--- config.mk ---
export PLATFORM = sky130hd
export DESIGN_NAME = bqf_merge
export DESIGN_NICKNAME = d
export VERILOG_FILES = /design/src/bqf_pkg.sv /design/src/bqf_merge.sv
export SDC_FILE = /design/constraint.sdc
export NUM_CORES = 1
export LEC_CHECK = 0
export ABC_AREA = 1
export BUFFER_PORTS_ARGS = -buffer_cell sky130_fd_sc_hd__buf_4
export CAP_MARGIN = 15
export CORE_AREA = 3 3 89 91
export DETAILED_ROUTE_END_ITERATION = 10
export DIE_AREA = 0 0 92 94
export PLACE_DENSITY = 0.87
export SETUP_SLACK_MARGIN = 0.5
export SYNTH_ARGS = -nofsm -noshare
export SYNTH_HDL_FRONTEND = slang
export SYNTH_SLANG_ARGS = --single-unit
--- constraint.sdc ---
create_clock -name i_clk -period 15.17 [get_ports i_clk]
set_clock_uncertainty 0.1 [all_clocks]
set_input_delay 3.034 -clock i_clk [delete_from_list [all_inputs] [get_ports i_clk]]
set_output_delay 3.034 -clock i_clk [all_outputs]
set_load 0.02 [all_outputs]
--- src/bqf_pkg.sv ---
// Shared types, constants and the per-form micro-program of the four-lane biquad filter.
`timescale 1ns / 1ps

package bqf_pkg;

    // Defaults for the top-level parameters
    localparam int LANES_DEF          = 4;
    localparam int SAMPLE_BITS_DEF    = 24;
    localparam int COEF_FRAC_BITS_DEF = 21;

    // Fixed widths
    localparam int COEF_W    = 24;     // coefficient registers, signed Q2.x
    localparam int STATE_W   = 32;     // per-lane delay states
    localparam int ACC_W     = 64;     // product and accumulator width
    localparam int PC_W      = 4;      // micro-program counter
    localparam int CFG_IDX_W = 3;

    localparam logic signed [COEF_W-1:0] COEF_A0_RST = 24'sd2097152;

    // Configuration register indexes
    localparam logic [CFG_IDX_W-1:0] CFG_FORM = 3'd0;
    localparam logic [CFG_IDX_W-1:0] CFG_A0   = 3'd1;
    localparam logic [CFG_IDX_W-1:0] CFG_A1   = 3'd2;
    localparam logic [CFG_IDX_W-1:0] CFG_A2   = 3'd3;
    localparam logic [CFG_IDX_W-1:0] CFG_B1   = 3'd4;
    localparam logic [CFG_IDX_W-1:0] CFG_B2   = 3'd5;

    typedef enum logic [1:0] {
        FORM_DIRECT = 2'd0,
        FORM_CANON  = 2'd1,
        FORM_TDIRECT = 2'd2,
        FORM_TCANON = 2'd3
    } t_form;

    typedef struct packed {
        logic [COEF_W-1:0] a0;
        logic [COEF_W-1:0] a1;
        logic [COEF_W-1:0] a2;
        logic [COEF_W-1:0] b1;
        logic [COEF_W-1:0] b2;
    } t_coefs;

    // Lane handshake with the top level
    typedef struct packed {
        logic start;
        logic take;
    } t_lane_ctl;

    typedef struct packed {
        logic idle;
        logic done;
    } t_lane_stat;

    // Micro-op fields
    typedef enum logic [1:0] {
        K_MAC  = 2'd0,   // product (or lifted operand) into r_prod, then accumulate
        K_FIN  = 2'd1,   // round, saturate, write destination
        K_WSUM = 2'd2,   // w = sat32(x + yd1)
        K_END  = 2'd3
    } t_kind;

    typedef enum logic [2:0] {
        C_A0 = 3'd0, C_A1 = 3'd1, C_A2 = 3'd2, C_B1 = 3'd3, C_B2 = 3'd4
    } t_csel;

    typedef enum logic [2:0] {
        O_X = 3'd0, O_XD1 = 3'd1, O_XD2 = 3'd2, O_YD1 = 3'd3,
        O_YD2 = 3'd4, O_W = 3'd5, O_Y = 3'd6
    } t_osel;

    typedef enum logic [2:0] {
        D_Y_DIRECT = 3'd0,  // y, plus shift of both delay lines
        D_Y_CANON  = 3'd1,  // y, plus shift of w into the input delays
        D_Y        = 3'd2,
        D_W        = 3'd3,
        D_OD1      = 3'd4,
        D_OD2      = 3'd5,
        D_ID1      = 3'd6,
        D_ID2      = 3'd7
    } t_dest;

    typedef struct packed {
        t_kind kind;
        logic  first;   // start a new sum with the rounding half
        t_csel coef;
        t_osel opnd;
        logic  neg;
        logic  lift;    // operand scaled by 2^frac instead of multiplied
        t_dest dest;
    } t_uop;

    function automatic t_uop op_mac(input logic first, input t_csel c, input t_osel o,
                                    input logic neg);
        t_uop u;
        u = '{kind: K_MAC, first: first, coef: c, opnd: o, neg: neg, lift: 1'b0,
              dest: D_Y};
        return u;
    endfunction

    function automatic t_uop op_lift(input logic first, input t_osel o);
        t_uop u;
        u = '{kind: K_MAC, first: first, coef: C_A0, opnd: o, neg: 1'b0, lift: 1'b1,
              dest: D_Y};
        return u;
    endfunction

    function automatic t_uop op_fin(input t_dest d);
        t_uop u;
        u = '{kind: K_FIN, first: 1'b0, coef: C_A0, opnd: O_X, neg: 1'b0, lift: 1'b0,
              dest: d};
        return u;
    endfunction

    function automatic t_uop op_ctl(input t_kind k);
        t_uop u;
        u = '{kind: k, first: 1'b0, coef: C_A0, opnd: O_X, neg: 1'b0, lift: 1'b0,
              dest: D_Y};
        return u;
    endfunction

    // Micro-program: one entry per step, per filter form
    function automatic t_uop uop_at(input t_form form, input logic [PC_W-1:0] pc);
        t_uop u;
        u = op_ctl(K_END);
        case (form)
            FORM_DIRECT: begin
                case (pc)
                    4'd0: u = op_mac(1'b1, C_A0, O_X,   1'b0);
                    4'd1: u = op_mac(1'b0, C_A1, O_XD1, 1'b0);
                    4'd2: u = op_mac(1'b0, C_A2, O_XD2, 1'b0);
                    4'd3: u = op_mac(1'b0, C_B1, O_YD1, 1'b1);
                    4'd4: u = op_mac(1'b0, C_B2, O_YD2, 1'b1);
                    4'd5: u = op_fin(D_Y_DIRECT);
                    default: u = op_ctl(K_END);
                endcase
            end
            FORM_CANON: begin
                case (pc)
                    4'd0: u = op_lift(1'b1, O_X);
                    4'd1: u = op_mac(1'b0, C_B1, O_XD1, 1'b1);
                    4'd2: u = op_mac(1'b0, C_B2, O_XD2, 1'b1);
                    4'd3: u = op_fin(D_W);
                    4'd4: u = op_mac(1'b1, C_A0, O_W,   1'b0);
                    4'd5: u = op_mac(1'b0, C_A1, O_XD1, 1'b0);
                    4'd6: u = op_mac(1'b0, C_A2, O_XD2, 1'b0);
                    4'd7: u = op_fin(D_Y_CANON);
                    default: u = op_ctl(K_END);
                endcase
            end
            FORM_TDIRECT: begin
                // in-place updates are ordered so every sum still sees old values
                case (pc)
                    4'd0:  u = op_ctl(K_WSUM);
                    4'd1:  u = op_mac(1'b1, C_A0, O_W, 1'b0);
                    4'd2:  u = op_lift(1'b0, O_XD1);
                    4'd3:  u = op_fin(D_Y);
                    4'd4:  u = op_lift(1'b1, O_YD2);
                    4'd5:  u = op_mac(1'b0, C_B1, O_W, 1'b1);
                    4'd6:  u = op_fin(D_OD1);
                    4'd7:  u = op_mac(1'b1, C_B2, O_W, 1'b1);
                    4'd8:  u = op_fin(D_OD2);
                    4'd9:  u = op_lift(1'b1, O_XD2);
                    4'd10: u = op_mac(1'b0, C_A1, O_W, 1'b0);
                    4'd11: u = op_fin(D_ID1);
                    4'd12: u = op_mac(1'b1, C_A2, O_W, 1'b0);
                    4'd13: u = op_fin(D_ID2);
                    default: u = op_ctl(K_END);
                endcase
            end
            FORM_TCANON: begin
                case (pc)
                    4'd0: u = op_mac(1'b1, C_A0, O_X, 1'b0);
                    4'd1: u = op_lift(1'b0, O_XD1);
                    4'd2: u = op_fin(D_Y);
                    4'd3: u = op_mac(1'b1, C_A1, O_X, 1'b0);
                    4'd4: u = op_mac(1'b0, C_B1, O_Y, 1'b1);
                    4'd5: u = op_lift(1'b0, O_XD2);
                    4'd6: u = op_fin(D_ID1);
                    4'd7: u = op_mac(1'b1, C_A2, O_X, 1'b0);
                    4'd8: u = op_mac(1'b0, C_B2, O_Y, 1'b1);
                    4'd9: u = op_fin(D_ID2);
                    default: u = op_ctl(K_END);
                endcase
            end
            default: u = op_ctl(K_END);
        endcase
        return u;
    endfunction

endpackage

--- src/bqf_merge.sv ---
// Merge stage: collects the finished lane samples into the output register.
`timescale 1ns / 1ps

module bqf_merge #(
    parameter int LANES       = bqf_pkg::LANES_DEF,
    parameter int SAMPLE_BITS = bqf_pkg::SAMPLE_BITS_DEF,
    parameter int DATA_W      = ((LANES * SAMPLE_BITS + 7) / 8) * 8
) (
    input  logic                                  i_clk,
    input  logic                                  i_rst_n,
    input  logic [LANES-1:0]                      i_done,
    input  logic [LANES-1:0][SAMPLE_BITS-1:0]     i_y,
    output logic                                  o_take,
    output logic                                  o_tvalid,
    input  logic                                  i_tready,
    output logic [DATA_W-1:0]                     o_tdata
);
    import bqf_pkg::*;

    logic                              r_valid, n_valid;
    logic [LANES-1:0][SAMPLE_BITS-1:0] r_data;
    logic                              load;

    assign load = (&i_done) && (!r_valid || i_tready);

    always_comb begin
        n_valid = r_valid;
        if (load)          n_valid = 1'b1;
        else if (i_tready) n_valid = 1'b0;
    end

    always_ff @(posedge i_clk) begin
        if (!i_rst_n) r_valid <= 1'b0;
        else          r_valid <= n_valid;
    end

    always_ff @(posedge i_clk) begin
        if (load) r_data <= i_y;
    end

    assign o_take   = load;
    assign o_tvalid = r_valid;
    assign o_tdata  = DATA_W'(r_data);

endmodule

After elaboration in Yosys (flattened, before gate mapping)
Index checks and enable logic that the tools add are counted.
{"block": "word_totals", "input_bits": 103, "out_inout_bits": 98, "elab_cells": 12, "ff_bits": 97}
{"block": "op_classes", "reduce_logical": 5, "mux": 2}
{"op": "$reduce_and 4->1", "n": 1}
{"op": "$mux 1", "n": 2}
{"op": "$reduce_bool 2->1", "n": 1}
{"op": "$logic_and 1x1->1", "n": 1}
{"op": "$logic_not 1->1", "n": 1}
{"op": "$logic_or 1x1->1", "n": 1}

Logic depth before layout (Yosys ltp)
{"block": "logic_depth", "word_depth": 4, "ltp_mapped": 4, "mapped_depth_nobuf": 4}

Least setup slack after synthesis
No wires, ideal clock.
{"block": "synth_path", "path_type": "input to output", "startpoint": "in i_done[2]", "endpoint": "out o_take", "arrival_ns": 9.994, "setup_slack_ns": 2.042, "required_ns": 12.036, "stages": 2, "path_buffers": 0, "cell_sequence": "nand2_1 nor3_1"}
{"block": "synth_via", "elab_chain_len": 2}
{"item": "start, declared", "line": "bqf_merge.sv:11", "rtl": "input logic [LANES-1:0] i_done,"}
{"item": "$reduce_and 4->1", "line": "bqf_merge.sv:24", "rtl": "assign load = (&i_done) && (!r_valid || i_tready);"}
{"item": "$logic_and 1x1->1", "line": "bqf_merge.sv:24"}
{"item": "end, declared", "line": "bqf_merge.sv:13", "rtl": "output logic o_take,"}
Every way passes these cells.

Worst setup path in the final report
{"block": "layout_path", "startpoint": "in i_done[0]", "endpoint": "out o_take"}
Same word-level chain as after synthesis.

==> flow_metrics.py <==
metrics = {
    "outcome": {
        "outcome": "finished, final reports clean",
    },
    "floorplanning": {
        "die_h_um": 94,
        "die_w_um": 92,
        "start_util_pct": 40.8,
        "design.core.area_mm2": 0.00721,
        "dieArea_mm2": 0.00865,
        "placementRows": 31,
        "io_pins": 201,
    },
    "placed_design": {
        "post-place-cells": 407,
        "io_buffers": 200,
        "dp_slack_ns": 7.90,
        "dp_hpwl_um": 5620,
        "gp_congestion": 0.670,
    },
    "critical_path": {
        "rr_startpoint": "o_tvalid",
        "r2r_slack_ns": 13.03,
        "r2r_end": "o_tdata[31]",
        "critical_path_required_ns": 12.04,
        "critPathArrivalTime_ns": 4.10,
        "cp-startpoint": "i_done[0]",
        "endpoint": "o_take",
        "crit_path_max_fanout": 48,
        "worstSetupStartpointType": "input pin",
        "worstRegToRegCells": 5,
        "end_kind": "output port",
        "worst-setup-path-type": "input pin to output port",
    },
    "yosys": {
        "yosysTopAreaCell": "edfxtp_1",
        "yosysTopAreaCellShare_pct": 98.0,
        "netlist_area_mm2": 0.00294,
        "ys_seq_area_share_pct": 98.7,
        "ys_warn_count": 0,
        "avgSynthCellArea_um2": 27.7,
        "ys_seq_elements": 97,
        "ys_types": 7,
        "syn_nets": 209,
        "syn_inst": 106,
        "synth_area_leaders": "edfxtp_1, dfxtp_1, nor2_1",
    },
    "cells_and_area": {
        "diodes": 0,
        "final_common_cell": "buf_4",
        "drive_gt1_share_pct": 67.0,
        "fin_nets": 422,
        "area_delta_synth_final_pct": 62.3,
        "final-instance-count-excl-fill": 423,
        "layout_common_cells": "buf_4, edfxtp_1, clkbuf_8",
        "final_core_util_pct": 66.1,
    },
    "clock_tree": {
        "cts.sinks": 97,
        "clockBufferDepth": 2,
        "clk_latency_ns": 0.33,
        "postCtsSetupBuffers": 0,
        "ctsHoldBuffers": 0,
        "htreeDepth": 3,
        "path_clk_slew_ns": 0.08,
        "root_buffer": "clkbuf_8",
        "cts_resized": 0,
        "cts_tree": "built",
        "cts_buffers": 9,
    },
    "grt": {
        "grt.overflow.total": 0,
        "grt_pass1_vias": 1938,
        "grt_pass1_wl_um": 10300,
        "grt_use_total_pct": 16.5,
        "grt_max_degree": 51,
        "antenna_found_initial": 0,
    },
    "power_and_ir_drop": {
        "p_int_uw": 397,
        "combPwrFrac_pct": 7.3,
        "power.leakage_uw": 0.00196,
        "pwr-share-seq_pct": 61.1,
        "power_uw": 493,
        "power.switching_uw": 95.9,
        "power.density_mw_per_mm2": 103,
        "peakVddDrop_v": 0.0000592,
        "swShare_pct": 19.5,
        "p_clk_share_pct": 31.6,
    },
    "drt": {
        "drtAntennaViolNets": 0,
        "routed_wl_um": 7190,
        "via_count": 1823,
        "via_per_inst": 4.31,
        "route.detailed.drc": 0,
        "firstDrtPassIters": 4,
        "wire_per_inst_um": 17.0,
        "drt_iter0_drc": 115,
    },
    "sta": {
        "rsz0062_at_grt": "no",
        "fmax_ghz": 0.138,
        "final-max-slew-violation-count": 0,
        "fin_crit_ns": 7.24,
        "fin_ws_ns": 7.93,
        "relSlewSlack_pct": 58.9,
        "hold_violations": 0,
        "worst_pin_slew_ns": 0.616,
        "setup_violations": 0,
        "fin_setup_tns_ns": 0,
        "finalCritPeriodShare_pct": 47.7,
    },
    "hold_path": {
        "hold_path.class": "register to register",
    },
    "job": {
        "maxCapViolCount": 0,
    },
}
## cells in the mapped netlist
master	n
nor3_1	1
dfxtp_1	1
nand2_1	2
edfxtp_1	96
nor2_2	1
inv_1	2
nor2_1	3
## critical path: stages
cell,delay (ns)
buf_4,0.08
nand2_1,0.07
nor3_2,0.16
buf_4,0.51
buf_4,0.25
## cells by family after synthesis
group	share of synthesized area (%)
buf+inv	0.255
simple gates	1.02
flops	98.7
## power by group through the flow
| stage | Sequential (µW) | Combinational (µW) | Clock [µW] |
|---|---|---|---|
| after floorplan | 314 | 2.27 | 0 |
| after global placement | 307 | 35.1 | 0 |
| after detailed placement | 307 | 36.3 | 0 |
| after CTS | 301 | 36.4 | 162 |
| after global routing | 302 | 38.2 | 173 |
| final | 301 | 35.9 | 156 |
## final cells by class
type	instances	area [µm²]
multi-input cells	7	35.0
inverters	2	7.51
clock inverters	6	58.8
flip-flops and latches	97	2900
fillers	516	2440
clock buffers	10	128
well taps	99	124
repair buffers	202	1520
## sequential cells by signal (all words and copies together), names as in the netlist
register / flops
o_tdata: 96
o_tvalid: 1
## worst min path at each step
stage | from | slack, ns | endpoint | cells after the start
floorplan | o_tvalid | 0.54 | o_tvalid | 4
global placement | o_tvalid | 0.46 | o_tvalid | 4
detailed placement | o_tvalid | 0.49 | o_tvalid | 4
CTS | o_tvalid | 0.50 | o_tvalid | 4
global route | o_tvalid | 0.57 | o_tvalid | 4
finish | o_tvalid | 0.50 | o_tvalid | 4
## routing by layer
metal  part of all wire (%)  global-route usage [%]  wire length, µm  vias up
met4                   0.83                    5.82               60        0
met1                     32                    16.2             2340      845
met3                     13                    9.29              920        6
met5                      0                       0                0        -
li1                       -                       -                -      843
met2                     54                    29.1             3880      129
## per-stage QoR
stage                     instance area (µm²)  hold WS, ns
after floorplan                          2940        0.543
after global placement                   4590        0.465
after detailed placement                 4590        0.489
after CTS                                4770        0.503
after global routing                     4770        0.565
final                                    4770        0.495
Power figures use the tool's default switching activity.
