`src/bqf_pkg.sv`:
```
// Shared types, constants and the per-form micro-program of the four-lane biquad filter.
`timescale 1ns / 1ps

package bqf_pkg;

    // Defaults for the top-level parameters
    localparam int LANES_DEF          = 4;
    localparam int SAMPLE_BITS_DEF    = 24;
    localparam int COEF_FRAC_BITS_DEF = 21;

    // Fixed widths
    localparam int COEF_W    = 24;     // coefficient registers, signed Q2.x
    localparam int STATE_W   = 32;     // per-lane delay states
    localparam int ACC_W     = 64;     // product and accumulator width
    localparam int PC_W      = 4;      // micro-program counter
    localparam int CFG_IDX_W = 3;

    localparam logic signed [COEF_W-1:0] COEF_A0_RST = 24'sd2097152;

    // Configuration register indexes
    localparam logic [CFG_IDX_W-1:0] CFG_FORM = 3'd0;
    localparam logic [CFG_IDX_W-1:0] CFG_A0   = 3'd1;
    localparam logic [CFG_IDX_W-1:0] CFG_A1   = 3'd2;
    localparam logic [CFG_IDX_W-1:0] CFG_A2   = 3'd3;
    localparam logic [CFG_IDX_W-1:0] CFG_B1   = 3'd4;
    localparam logic [CFG_IDX_W-1:0] CFG_B2   = 3'd5;

    typedef enum logic [1:0] {
        FORM_DIRECT = 2'd0,
        FORM_CANON  = 2'd1,
        FORM_TDIRECT = 2'd2,
        FORM_TCANON = 2'd3
    } t_form;

    typedef struct packed {
        logic [COEF_W-1:0] a0;
        logic [COEF_W-1:0] a1;
        logic [COEF_W-1:0] a2;
        logic [COEF_W-1:0] b1;
        logic [COEF_W-1:0] b2;
    } t_coefs;

    // Lane handshake with the top level
    typedef struct packed {
        logic start;
        logic take;
    } t_lane_ctl;

    typedef struct packed {
        logic idle;
        logic done;
    } t_lane_stat;

    // Micro-op fields
    typedef enum logic [1:0] {
        K_MAC  = 2'd0,   // product (or lifted operand) into r_prod, then accumulate
        K_FIN  = 2'd1,   // round, saturate, write destination
        K_WSUM = 2'd2,   // w = sat32(x + yd1)
        K_END  = 2'd3
    } t_kind;

    typedef enum logic [2:0] {
        C_A0 = 3'd0, C_A1 = 3'd1, C_A2 = 3'd2, C_B1 = 3'd3, C_B2 = 3'd4
    } t_csel;

    typedef enum logic [2:0] {
        O_X = 3'd0, O_XD1 = 3'd1, O_XD2 = 3'd2, O_YD1 = 3'd3,
        O_YD2 = 3'd4, O_W = 3'd5, O_Y = 3'd6
    } t_osel;

    typedef enum logic [2:0] {
        D_Y_DIRECT = 3'd0,  // y, plus shift of both delay lines
        D_Y_CANON  = 3'd1,  // y, plus shift of w into the input delays
        D_Y        = 3'd2,
        D_W        = 3'd3,
        D_OD1      = 3'd4,
        D_OD2      = 3'd5,
        D_ID1      = 3'd6,
        D_ID2      = 3'd7
    } t_dest;

    typedef struct packed {
        t_kind kind;
        logic  first;   // start a new sum with the rounding half
        t_csel coef;
        t_osel opnd;
        logic  neg;
        logic  lift;    // operand scaled by 2^frac instead of multiplied
        t_dest dest;
    } t_uop;

    function automatic t_uop op_mac(input logic first, input t_csel c, input t_osel o,
                                    input logic neg);
        t_uop u;
        u = '{kind: K_MAC, first: first, coef: c, opnd: o, neg: neg, lift: 1'b0,
              dest: D_Y};
        return u;
    endfunction

    function automatic t_uop op_lift(input logic first, input t_osel o);
        t_uop u;
        u = '{kind: K_MAC, first: first, coef: C_A0, opnd: o, neg: 1'b0, lift: 1'b1,
              dest: D_Y};
        return u;
    endfunction

    function automatic t_uop op_fin(input t_dest d);
        t_uop u;
        u = '{kind: K_FIN, first: 1'b0, coef: C_A0, opnd: O_X, neg: 1'b0, lift: 1'b0,
              dest: d};
        return u;
    endfunction

    function automatic t_uop op_ctl(input t_kind k);
        t_uop u;
        u = '{kind: k, first: 1'b0, coef: C_A0, opnd: O_X, neg: 1'b0, lift: 1'b0,
              dest: D_Y};
        return u;
    endfunction

    // Micro-program: one entry per step, per filter form
    function automatic t_uop uop_at(input t_form form, input logic [PC_W-1:0] pc);
        t_uop u;
        u = op_ctl(K_END);
        case (form)
            FORM_DIRECT: begin
                case (pc)
                    4'd0: u = op_mac(1'b1, C_A0, O_X,   1'b0);
                    4'd1: u = op_mac(1'b0, C_A1, O_XD1, 1'b0);
                    4'd2: u = op_mac(1'b0, C_A2, O_XD2, 1'b0);
                    4'd3: u = op_mac(1'b0, C_B1, O_YD1, 1'b1);
                    4'd4: u = op_mac(1'b0, C_B2, O_YD2, 1'b1);
                    4'd5: u = op_fin(D_Y_DIRECT);
                    default: u = op_ctl(K_END);
                endcase
            end
            FORM_CANON: begin
                case (pc)
                    4'd0: u = op_lift(1'b1, O_X);
                    4'd1: u = op_mac(1'b0, C_B1, O_XD1, 1'b1);
                    4'd2: u = op_mac(1'b0, C_B2, O_XD2, 1'b1);
                    4'd3: u = op_fin(D_W);
                    4'd4: u = op_mac(1'b1, C_A0, O_W,   1'b0);
                    4'd5: u = op_mac(1'b0, C_A1, O_XD1, 1'b0);
                    4'd6: u = op_mac(1'b0, C_A2, O_XD2, 1'b0);
                    4'd7: u = op_fin(D_Y_CANON);
                    default: u = op_ctl(K_END);
                endcase
            end
            FORM_TDIRECT: begin
                // in-place updates are ordered so every sum still sees old values
                case (pc)
                    4'd0:  u = op_ctl(K_WSUM);
                    4'd1:  u = op_mac(1'b1, C_A0, O_W, 1'b0);
                    4'd2:  u = op_lift(1'b0, O_XD1);
                    4'd3:  u = op_fin(D_Y);
                    4'd4:  u = op_lift(1'b1, O_YD2);
                    4'd5:  u = op_mac(1'b0, C_B1, O_W, 1'b1);
                    4'd6:  u = op_fin(D_OD1);
                    4'd7:  u = op_mac(1'b1, C_B2, O_W, 1'b1);
                    4'd8:  u = op_fin(D_OD2);
                    4'd9:  u = op_lift(1'b1, O_XD2);
                    4'd10: u = op_mac(1'b0, C_A1, O_W, 1'b0);
                    4'd11: u = op_fin(D_ID1);
                    4'd12: u = op_mac(1'b1, C_A2, O_W, 1'b0);
                    4'd13: u = op_fin(D_ID2);
                    default: u = op_ctl(K_END);
                endcase
            end
            FORM_TCANON: begin
                case (pc)
                    4'd0: u = op_mac(1'b1, C_A0, O_X, 1'b0);
                    4'd1: u = op_lift(1'b0, O_XD1);
                    4'd2: u = op_fin(D_Y);
                    4'd3: u = op_mac(1'b1, C_A1, O_X, 1'b0);
                    4'd4: u = op_mac(1'b0, C_B1, O_Y, 1'b1);
                    4'd5: u = op_lift(1'b0, O_XD2);
                    4'd6: u = op_fin(D_ID1);
                    4'd7: u = op_mac(1'b1, C_A2, O_X, 1'b0);
                    4'd8: u = op_mac(1'b0, C_B2, O_Y, 1'b1);
                    4'd9: u = op_fin(D_ID2);
                    default: u = op_ctl(K_END);
                endcase
            end
            default: u = op_ctl(K_END);
        endcase
        return u;
    endfunction

endpackage

```
`src/bqf_lane.sv`:
```
// One filter lane: delay states, a shared multiplier and accumulator run by a micro-program.
`timescale 1ns / 1ps

module bqf_lane #(
    parameter int SAMPLE_BITS    = bqf_pkg::SAMPLE_BITS_DEF,
    parameter int COEF_FRAC_BITS = bqf_pkg::COEF_FRAC_BITS_DEF
) (
    input  logic                   i_clk,
    input  logic                   i_rst_n,
    input  bqf_pkg::t_lane_ctl     i_ctl,
    input  bqf_pkg::t_form         i_form,
    input  bqf_pkg::t_coefs        i_coefs,
    input  logic [SAMPLE_BITS-1:0] i_x,
    output bqf_pkg::t_lane_stat    o_stat,
    output logic [SAMPLE_BITS-1:0] o_y
);
    import bqf_pkg::*;

    typedef enum logic [3:0] {
        L_IDLE = 4'b0001,
        L_RUN  = 4'b0010,
        L_ACC  = 4'b0100,
        L_DONE = 4'b1000
    } t_lstate;

    localparam logic signed [ACC_W-1:0] RND_HALF = ACC_W'(1) << (COEF_FRAC_BITS - 1);
    localparam logic signed [ACC_W-1:0] SMP_MAX  = (ACC_W'(1) << (SAMPLE_BITS - 1)) - ACC_W'(1);
    localparam logic signed [ACC_W-1:0] SMP_MIN  = ~SMP_MAX;
    localparam logic signed [ACC_W-1:0] ST_MAX   = (ACC_W'(1) << (STATE_W - 1)) - ACC_W'(1);
    localparam logic signed [ACC_W-1:0] ST_MIN   = ~ST_MAX;
    localparam logic signed [STATE_W-1:0] W_MAX  = STATE_W'(ST_MAX);
    localparam logic signed [STATE_W-1:0] W_MIN  = STATE_W'(ST_MIN);

    t_lstate r_state, n_state;
    logic [PC_W-1:0] r_pc, n_pc;

    logic signed [STATE_W-1:0] r_xd1, r_xd2, r_yd1, r_yd2;
    logic signed [STATE_W-1:0] r_w;
    logic signed [SAMPLE_BITS-1:0] r_x, r_y;
    logic signed [ACC_W-1:0] r_prod, r_acc;

    t_uop uop;
    logic signed [COEF_W-1:0]         coef_s;
    logic signed [STATE_W-1:0]        op_s;
    logic signed [STATE_W-1:0]        x_ext, y_ext;
    logic signed [COEF_W+STATE_W-1:0] mul;
    logic signed [ACC_W-1:0]          term, acc_base, n_acc, shifted;
    logic signed [STATE_W-1:0]        fin_res;
    logic                             to_sample;
    logic signed [STATE_W:0]          wsum;
    logic signed [STATE_W-1:0]        w_sat;

    assign uop   = uop_at(i_form, r_pc);
    assign x_ext = STATE_W'(r_x);
    assign y_ext = STATE_W'(r_y);

    always_comb begin
        case (uop.coef)
            C_A0:    coef_s = $signed(i_coefs.a0);
            C_A1:    coef_s = $signed(i_coefs.a1);
            C_A2:    coef_s = $signed(i_coefs.a2);
            C_B1:    coef_s = $signed(i_coefs.b1);
            C_B2:    coef_s = $signed(i_coefs.b2);
            default: coef_s = $signed(i_coefs.a0);
        endcase
    end

    always_comb begin
        case (uop.opnd)
            O_X:     op_s = x_ext;
            O_XD1:   op_s = r_xd1;
            O_XD2:   op_s = r_xd2;
            O_YD1:   op_s = r_yd1;
            O_YD2:   op_s = r_yd2;
            O_W:     op_s = r_w;
            O_Y:     op_s = y_ext;
            default: op_s = x_ext;
        endcase
    end

    assign mul  = coef_s * op_s;
    assign term = uop.lift ? (ACC_W'(op_s) <<< COEF_FRAC_BITS) : ACC_W'(mul);

    assign acc_base = uop.first ? RND_HALF : r_acc;
    assign n_acc    = uop.neg ? (acc_base - r_prod) : (acc_base + r_prod);

    // rounding half was added up front, so a floor shift finishes it
    assign shifted   = r_acc >>> COEF_FRAC_BITS;
    assign to_sample = (uop.dest == D_Y_DIRECT) || (uop.dest == D_Y_CANON) ||
                       (uop.dest == D_Y);

    always_comb begin
        if (to_sample) begin
            if (shifted > SMP_MAX)      fin_res = STATE_W'(SMP_MAX);
            else if (shifted < SMP_MIN) fin_res = STATE_W'(SMP_MIN);
            else                        fin_res = STATE_W'(shifted);
        end else begin
            if (shifted > ST_MAX)       fin_res = W_MAX;
            else if (shifted < ST_MIN)  fin_res = W_MIN;
            else                        fin_res = STATE_W'(shifted);
        end
    end

    assign wsum  = (STATE_W+1)'(x_ext) + (STATE_W+1)'(r_yd1);
    assign w_sat = (wsum[STATE_W] != wsum[STATE_W-1]) ?
                   (wsum[STATE_W] ? W_MIN : W_MAX) : wsum[STATE_W-1:0];

    always_comb begin
        n_state = r_state;
        n_pc    = r_pc;
        case (r_state)
            L_IDLE: begin
                if (i_ctl.start) begin
                    n_state = L_RUN;
                    n_pc    = '0;
                end
            end
            L_RUN: begin
                case (uop.kind)
                    K_MAC:   n_state = L_ACC;
                    K_FIN:   n_pc    = r_pc + 1'b1;
                    K_WSUM:  n_pc    = r_pc + 1'b1;
                    K_END:   n_state = L_DONE;
                    default: n_state = L_DONE;
                endcase
            end
            L_ACC: begin
                n_pc    = r_pc + 1'b1;
                n_state = L_RUN;
            end
            L_DONE: begin
                if (i_ctl.take) n_state = L_IDLE;
            end
            default: n_state = L_IDLE;
        endcase
    end

    always_ff @(posedge i_clk) begin
        if (!i_rst_n) begin
            r_state <= L_IDLE;
            r_pc    <= '0;
            r_xd1   <= '0;
            r_xd2   <= '0;
            r_yd1   <= '0;
            r_yd2   <= '0;
        end else begin
            r_state <= n_state;
            r_pc    <= n_pc;
            if (r_state == L_RUN && uop.kind == K_FIN) begin
                case (uop.dest)
                    D_Y_DIRECT: begin
                        r_xd2 <= r_xd1;
                        r_xd1 <= x_ext;
                        r_yd2 <= r_yd1;
                        r_yd1 <= fin_res;
                    end
                    D_Y_CANON: begin
                        r_xd2 <= r_xd1;
                        r_xd1 <= r_w;
                    end
                    D_OD1:   r_yd1 <= fin_res;
                    D_OD2:   r_yd2 <= fin_res;
                    D_ID1:   r_xd1 <= fin_res;
                    D_ID2:   r_xd2 <= fin_res;
                    default: ;
                endcase
            end
        end
    end

    always_ff @(posedge i_clk) begin
        if (r_state == L_IDLE && i_ctl.start) r_x <= i_x;
        if (r_state == L_RUN && uop.kind == K_MAC) r_prod <= term;
        if (r_state == L_ACC) r_acc <= n_acc;
        if (r_state == L_RUN && uop.kind == K_WSUM) r_w <= w_sat;
        if (r_state == L_RUN && uop.kind == K_FIN) begin
            if (uop.dest == D_W) r_w <= fin_res;
            if (to_sample) r_y <= fin_res[SAMPLE_BITS-1:0];
        end
    end

    assign o_stat.idle = (r_state == L_IDLE);
    assign o_stat.done = (r_state == L_DONE);
    assign o_y         = r_y;

endmodule

```
`config.mk`:
```
export PLATFORM = sky130hd
export DESIGN_NAME = bqf_lane
export DESIGN_NICKNAME = d
export VERILOG_FILES = /design/src/bqf_pkg.sv /design/src/bqf_lane.sv
export SDC_FILE = /design/constraint.sdc
export NUM_CORES = 2
export LEC_CHECK = 0
export BUFFER_PORTS_ARGS = -buffer_cell sky130_fd_sc_hd__buf_2
export CAP_MARGIN = 20
export CORE_MARGIN = 1.5
export CORE_UTILIZATION = 55
export CTS_BUF_LIST = sky130_fd_sc_hd__clkbuf_4
export CTS_CLUSTER_SIZE = 20
export DETAILED_ROUTE_END_ITERATION = 10
export GPL_TIMING_DRIVEN = 1
export MAX_ROUTING_LAYER = met4
export PLACE_DENSITY = 0.72
export SYNTH_ARGS = -nofsm -noshare
export SYNTH_HDL_FRONTEND = slang
export SYNTH_SLANG_ARGS = --single-unit
```
`constraint.sdc`:
```
create_clock -name i_clk -period 12 [get_ports i_clk]
set_input_delay 0.6 -clock i_clk [delete_from_list [all_inputs] [get_ports i_clk]]
set_output_delay 0.6 -clock i_clk [all_outputs]
set_load 0.05 [all_outputs]
```
-- Word-level counts from Yosys, hierarchy flattened
Memory sizes are Yosys's and may differ from the RTL's. A register that Yosys moved wholly into a read port is not among the register bits.
Cells that the tools add are included.
- memories: 3
- bits of input ports: 150
- bits in read-only memories: 528
- logic and storage cells: 119
- register bits after elaboration: 344
- output and inout bits: 26
- memory list (memory ; words ; width ; rd ports ; clocked after memory_dff ; write ports ; line ; source):
    (no name shown) ; 16 ; 14 ; 1 ; 1 ; 0 ; bqf_pkg.sv:152 ; case (pc)
    (no name shown) ; 16 ; 13 ; 1 ; 1 ; 0 ; bqf_pkg.sv:171 ; case (pc)
    (no name shown) ; 8 ; 12 ; 1 ; 1 ; 0 ; bqf_pkg.sv:138 ; case (pc)
- equality and inequality tests: 37
- reductions and logical operators: 24
- multiplexer cells: 34
- order comparisons: 4
- $add $sub $neg: 4
- multiply operators: 1
- operators with widths (operator ; number):
    $mux 32 ; 10
    $mux 64 ; 3
    $pmux 32 s6 ; 1
    $pmux 32 s2 ; 2
    $pmux 24 s4 ; 1
    $pmux 32 s3 ; 1
    $pmux 14 s6 ; 1
    $add 64x64->64 ; 1
    $sub 64x64->64 ; 1
    $mul 24x32->56 ; 1
    $pmux 14 s4 ; 1
    $gt 43x24->1 const B ; 1
    $gt 43x32->1 const B ; 1
    $lt 43x24->1 const B ; 1
    $lt 43x32->1 const B ; 1
    $add 24x32->33 ; 1
    $mux 4 ; 8
    $eq 3x3->1 const B ; 8
    $eq 3x2->1 const B ; 6
    $pmux 4 s4 ; 1
    $mux 14 ; 1
    $eq 4x2->1 const B ; 3
    $eq 4x3->1 const B ; 3
    $pmux 4 s3 ; 1
    other kinds (21) ; 45

-- Logic depth before layout (Yosys ltp)
- word-level depth: 9
- gate-level depth with buffers: 42

-- Worst setup path before layout
OpenSTA, ideal clock, no wires.
- path type: input to register
- start: in i_form[1]
- end: reg r_prod[62] (data pin)
- stages: 35
- setup time: 261 ps
- data required time: 11739 ps
- path buffers: 3
- path slack: 2147 ps
- data arrival time: 9592 ps
- path through: nor2_1 buf_2 a22oi_1 a21oi_1 nor2_1 xnor2_1 buf_2 o22ai_1 nor2_1 buf_2 nand2_1 fa_1 inv_1 fa_1 inv_1 fa_1 inv_1 fa_1 fa_1 fa_1 inv_1 fa_1 inv_1 ha_1 a21o_1 a21o_1 a21oi_1 o21a_1 a31oi_1 nor3_1 o211ai_1 a41oi_1 o21bai_1 mux2i_1 nand3b_1
- word-level cells in the longest chain between the ends: 6
- elaborated cells on any way between the ends: 19
- classes of those cells: mul: 1; eq/ne: 13; mux: 4; reduce/logical: 1
- ends and longest elaborated chain (item ; line ; source):
    start: declaration ; bqf_lane.sv:11 ; input bqf_pkg::t_form i_form,
    $eq 2x2->1, or another cell as far along ; bqf_pkg.sv:125 ; case (form)
    $pmux 14 s4 (*) ; bqf_pkg.sv:125 ;
    $eq 3x3->1, or another cell as far along ; bqf_lane.sv:69 ; case (uop.opnd)
    $pmux 32 s6 or $pmux 24 s4 (tied branches) ; bqf_lane.sv:69, bqf_lane.sv:58 ;
    $mul 24x32->56 ; bqf_lane.sv:81 ; assign mul = coef_s * op_s;
    $mux 64 (*) ; bqf_lane.sv:82 ; assign term = uop.lift ? (ACC_W'(op_s) <<< COEF_FRAC_BITS) : ACC_W'(mul);
    end signal: assignment ; bqf_lane.sv:173 ; if (r_state == L_RUN && uop.kind == K_MAC) r_prod <= term;
    end: declaration ; bqf_lane.sv:40 ; logic signed [ACC_W-1:0] r_prod, r_acc;
Mark *: on every way between the ends. The rest lies on a longest branch, timed or not.
A chain may end at the register's enable or synchronous reset.

-- Worst setup path after layout
- start: reg r_pc[0]
- end: reg r_prod[32] (data pin)
- word-level cells in the longest chain between the ends: 7
- elaborated cells on any way between the ends: 22
- classes of those cells: mul: 1; eq/ne: 15; mux: 5; reduce/logical: 1
- ends and longest elaborated chain (item ; line ; source):
    start: declaration ; bqf_lane.sv:35 ; logic [PC_W-1:0] r_pc, n_pc;
    start signal: assignment ; bqf_lane.sv:148 ; r_pc <= n_pc;
    $eq 4x3->1, or another cell as far along ; bqf_pkg.sv:127 ; case (pc)
    $pmux 14 s6 (*) ; bqf_pkg.sv:127 ;
    $pmux 14 s4 (*) ; bqf_pkg.sv:125 ;
    $eq 3x3->1, or another cell as far along ; bqf_lane.sv:69 ;
    $pmux 32 s6 or $pmux 24 s4 (tied branches) ; bqf_lane.sv:69, bqf_lane.sv:58 ;
    $mul 24x32->56 ; bqf_lane.sv:81 ;
    $mux 64 (*) ; bqf_lane.sv:82 ;
    via term[32] ; bqf_lane.sv:47 ; logic signed [ACC_W-1:0] term, acc_base, n_acc, shifted;
Mark *: on every way through the listed nets, which the timed path passes. The rest lies on a longest branch.

==> impl_metrics.yaml <==
floorplanning:
  num_io_pins: 176
  die_height_um: 307
  rows: 111
  core_um2: 91500
  initial_utilization: 0.554
  chipWidth_um: 307
  fp.dieArea_um2: 94000
cts:
  path_clk_slew_ns: 0.07
  cts_tree: "built"
  insertion_delay_ns: 0.94
  clock_sinks: 372
  numCtsBuffers: 101
  clk_path_buf_depth: 3
  h-tree-depth: 3
  cts_root_buffer: "clkbuf_4"
synth:
  synthTopCellsByCount: "inv_1, nand2_1, fa_1, nor2_1, a21oi_1"
  ys_types: 90
  synth.top_cell.area_share: 0.310
  synth_edf_count: 168
  synth_ff_type: "dfxtp_1"
  synth_area_per_cell_um2: 8.62
  synthArstFlopShare: 0
  synthTopCellsByArea: "fa_1, edfxtp_1, dfxtp_1, inv_1, ha_1"
  seq_area_frac_synth: 0.180
  synth_most_common_cell: "inv_1"
  yosys.area.top_type: "fa_1"
  ys_warn_count: 0
  ys_ff_latch: 372
  synth_nets: 7073
  syn_area_um2: 50700
  synthCells: 5878
routing:
  drt-wirelength-per-cell_um: 24.3
  viasPerCell: 6.07
  firstDrtPassIters: 8
  via_count: 44600
  first_iter_violations: 4813
  antenna_left: 0
  drc: 0
  wl_um: 178000
grt:
  overflow: 0
  grt_pass1_wl_um: 271000
  grt_max_degree: 90
  antenna_found_initial: 23
  grt_pass1_vias: 44800
  track_usage: 0.395
timing:
  fin_crit_sh: 0.938
  slew_headroom: 0.174
  finalSetupViolCount: 0
  max_freq_mhz: 88.8
  maxSlewViolCount: 0
  hold_viol_final: 0
  setup_tns_ns: 0
  worst_pin_slew_ns: 1.23
  worst_slack_ns: 0.742
  rsz0062_at_grt: "no"
  fin_crit_ns: 11.26
  skew_ns: 0.106
min_path:
  min_path_type: "in -> reg"
run_status:
  outcome: "completed"
placed_design:
  port_buffers: 175
  place_ws_ns: 0.721
  gp_congestion: 1.04
  place_hpwl_um: 140000
flow_run:
  maxCapViolations: 0
worst_setup_path:
  worstSetupEndpointType: "flip-flop"
  cp_slowest_stage_delay_ns: 0.99
  cp.arrival_ns: 11.85
  crit_required_ns: 12.59
  cp_max_fo: 31
  critical_path_class: "reg -> reg"
  setup.worst_path.start_class: "flip-flop"
  critPathSlowestCell: "o31ai_1"
  critPathMostFrequentCell: "fa_1"
final_layout:
  final_util: 0.604
  n_fill_cell: 8235
  nNetsFinal: 7252
  syn_to_final_growth_pct: 9.08
  drive_above_1_share: 0.101
## kinds of logic (layout without fill, tap and decap cells)
family	count (synthesis)	in the layout	synth area share
simple gates	1769	1769	0.154
buf+inv	1265	1527	0.0948
compound gates	1195	1195	0.156
other cells	0	18	0
fa+ha+maj	1045	1045	0.374
xor+xnor	202	202	0.0349
flops	372	372	0.180
mux	30	30	0.00620
## through the flow
step	cell area [µm²]	std cells	hold slack, ns
floorplan	50700	5878	0.467
global placement	53600	7112	0.481
detailed placement	53600	7114	0.486
CTS	55200	7325	0.0603
global route	55300	7342	0.140
finish	55300	7344	0.150
## routing by layer
layer	GRT usage	vias up	wire, µm
li1	-	19500	-
met1	0.499	21900	68800
met2	0.591	2600	78300
met3	0.0974	592	20300
met4	0.202	0	10800
met5	-	-	0
## critical path, delay by kind of cell, from the launching register on
family,cells,cell delay [ns]
adder cells (fa/ha/maj),9,4.06
AO/OA/AOI/OAI,12,3.75
AND/OR/NAND/NOR,5,1.39
buffers and inverters,7,1.11
flip-flops,1,0.34
XOR/XNOR,1,0.21
## repair_timing
action / CTS / global route
endpoints found under the hold margin: 26 / 0
buffers inserted: 0 / 0
hold buffers: 25 / 0
resized for setup: 0 / 0
## path summary, 6_finish.rpt
kind	startpoint	end	slack [ns]	depth (start not counted)
worst max register to register	r_pc[0]	r_prod[32]	0.74	34
worst max-delay path	r_pc[0]	r_prod[32]	0.74	34
worst min register to register	r_xd2[10]	r_xd2[10]	0.50	1
worst min-delay path	i_ctl[1]	r_state[1]	0.15	3
## state kept, by name (all words and copies together) (netlist names), 32 cells and up, named ones only
register and flops:
r_xd2 32, r_yd2 32, r_w 32, r_yd1 32, r_acc 64, r_prod 56
r_xd1 32
## layout by cell type, fill, tap and decap left out, types with 21 or more instances in the layout
master and n:
inv_1 945, o21a_1 37, buf_2 174, nor2_1 411, nor2b_1 49, a21o_1 108
a22oi_1 21, and2_1 126, o211a_1 78, ha_1 260, nand3_1 42, clkinv_1 27
clkbuf_4 136, mux2i_1 28, xnor2_1 128, o21ai_0 237, xor2_1 73, nand2b_1 32
a221oi_1 28, a31oi_1 48, edfxtp_1 168, o211ai_1 53, o21bai_1 28, a211oi_1 45
dfxtp_1 204, nand4_1 50, dlygate4sd3_1 25, nand2_1 844, a21oi_1 310, fa_1 785
nor3_1 109, buf_4 186, a32oi_1 23
## cell type report
class,instances,area [µm²],share of cell area
Sequential cell,372,9130,0.165
Clock inverter,51,329,0.00595
Inverter,946,3550,0.0642
Timing Repair Buffer,395,2690,0.0487
Multi-Input combinational cell,4241,37000,0.670
Tap cell,1186,1480,0.0268
Antenna cell,18,45.0,0.000815
Clock buffer,135,1010,0.0183
Power is not shown: default switching activity piles up to over one toggle a cycle in this logic, so the estimate is an artifact.
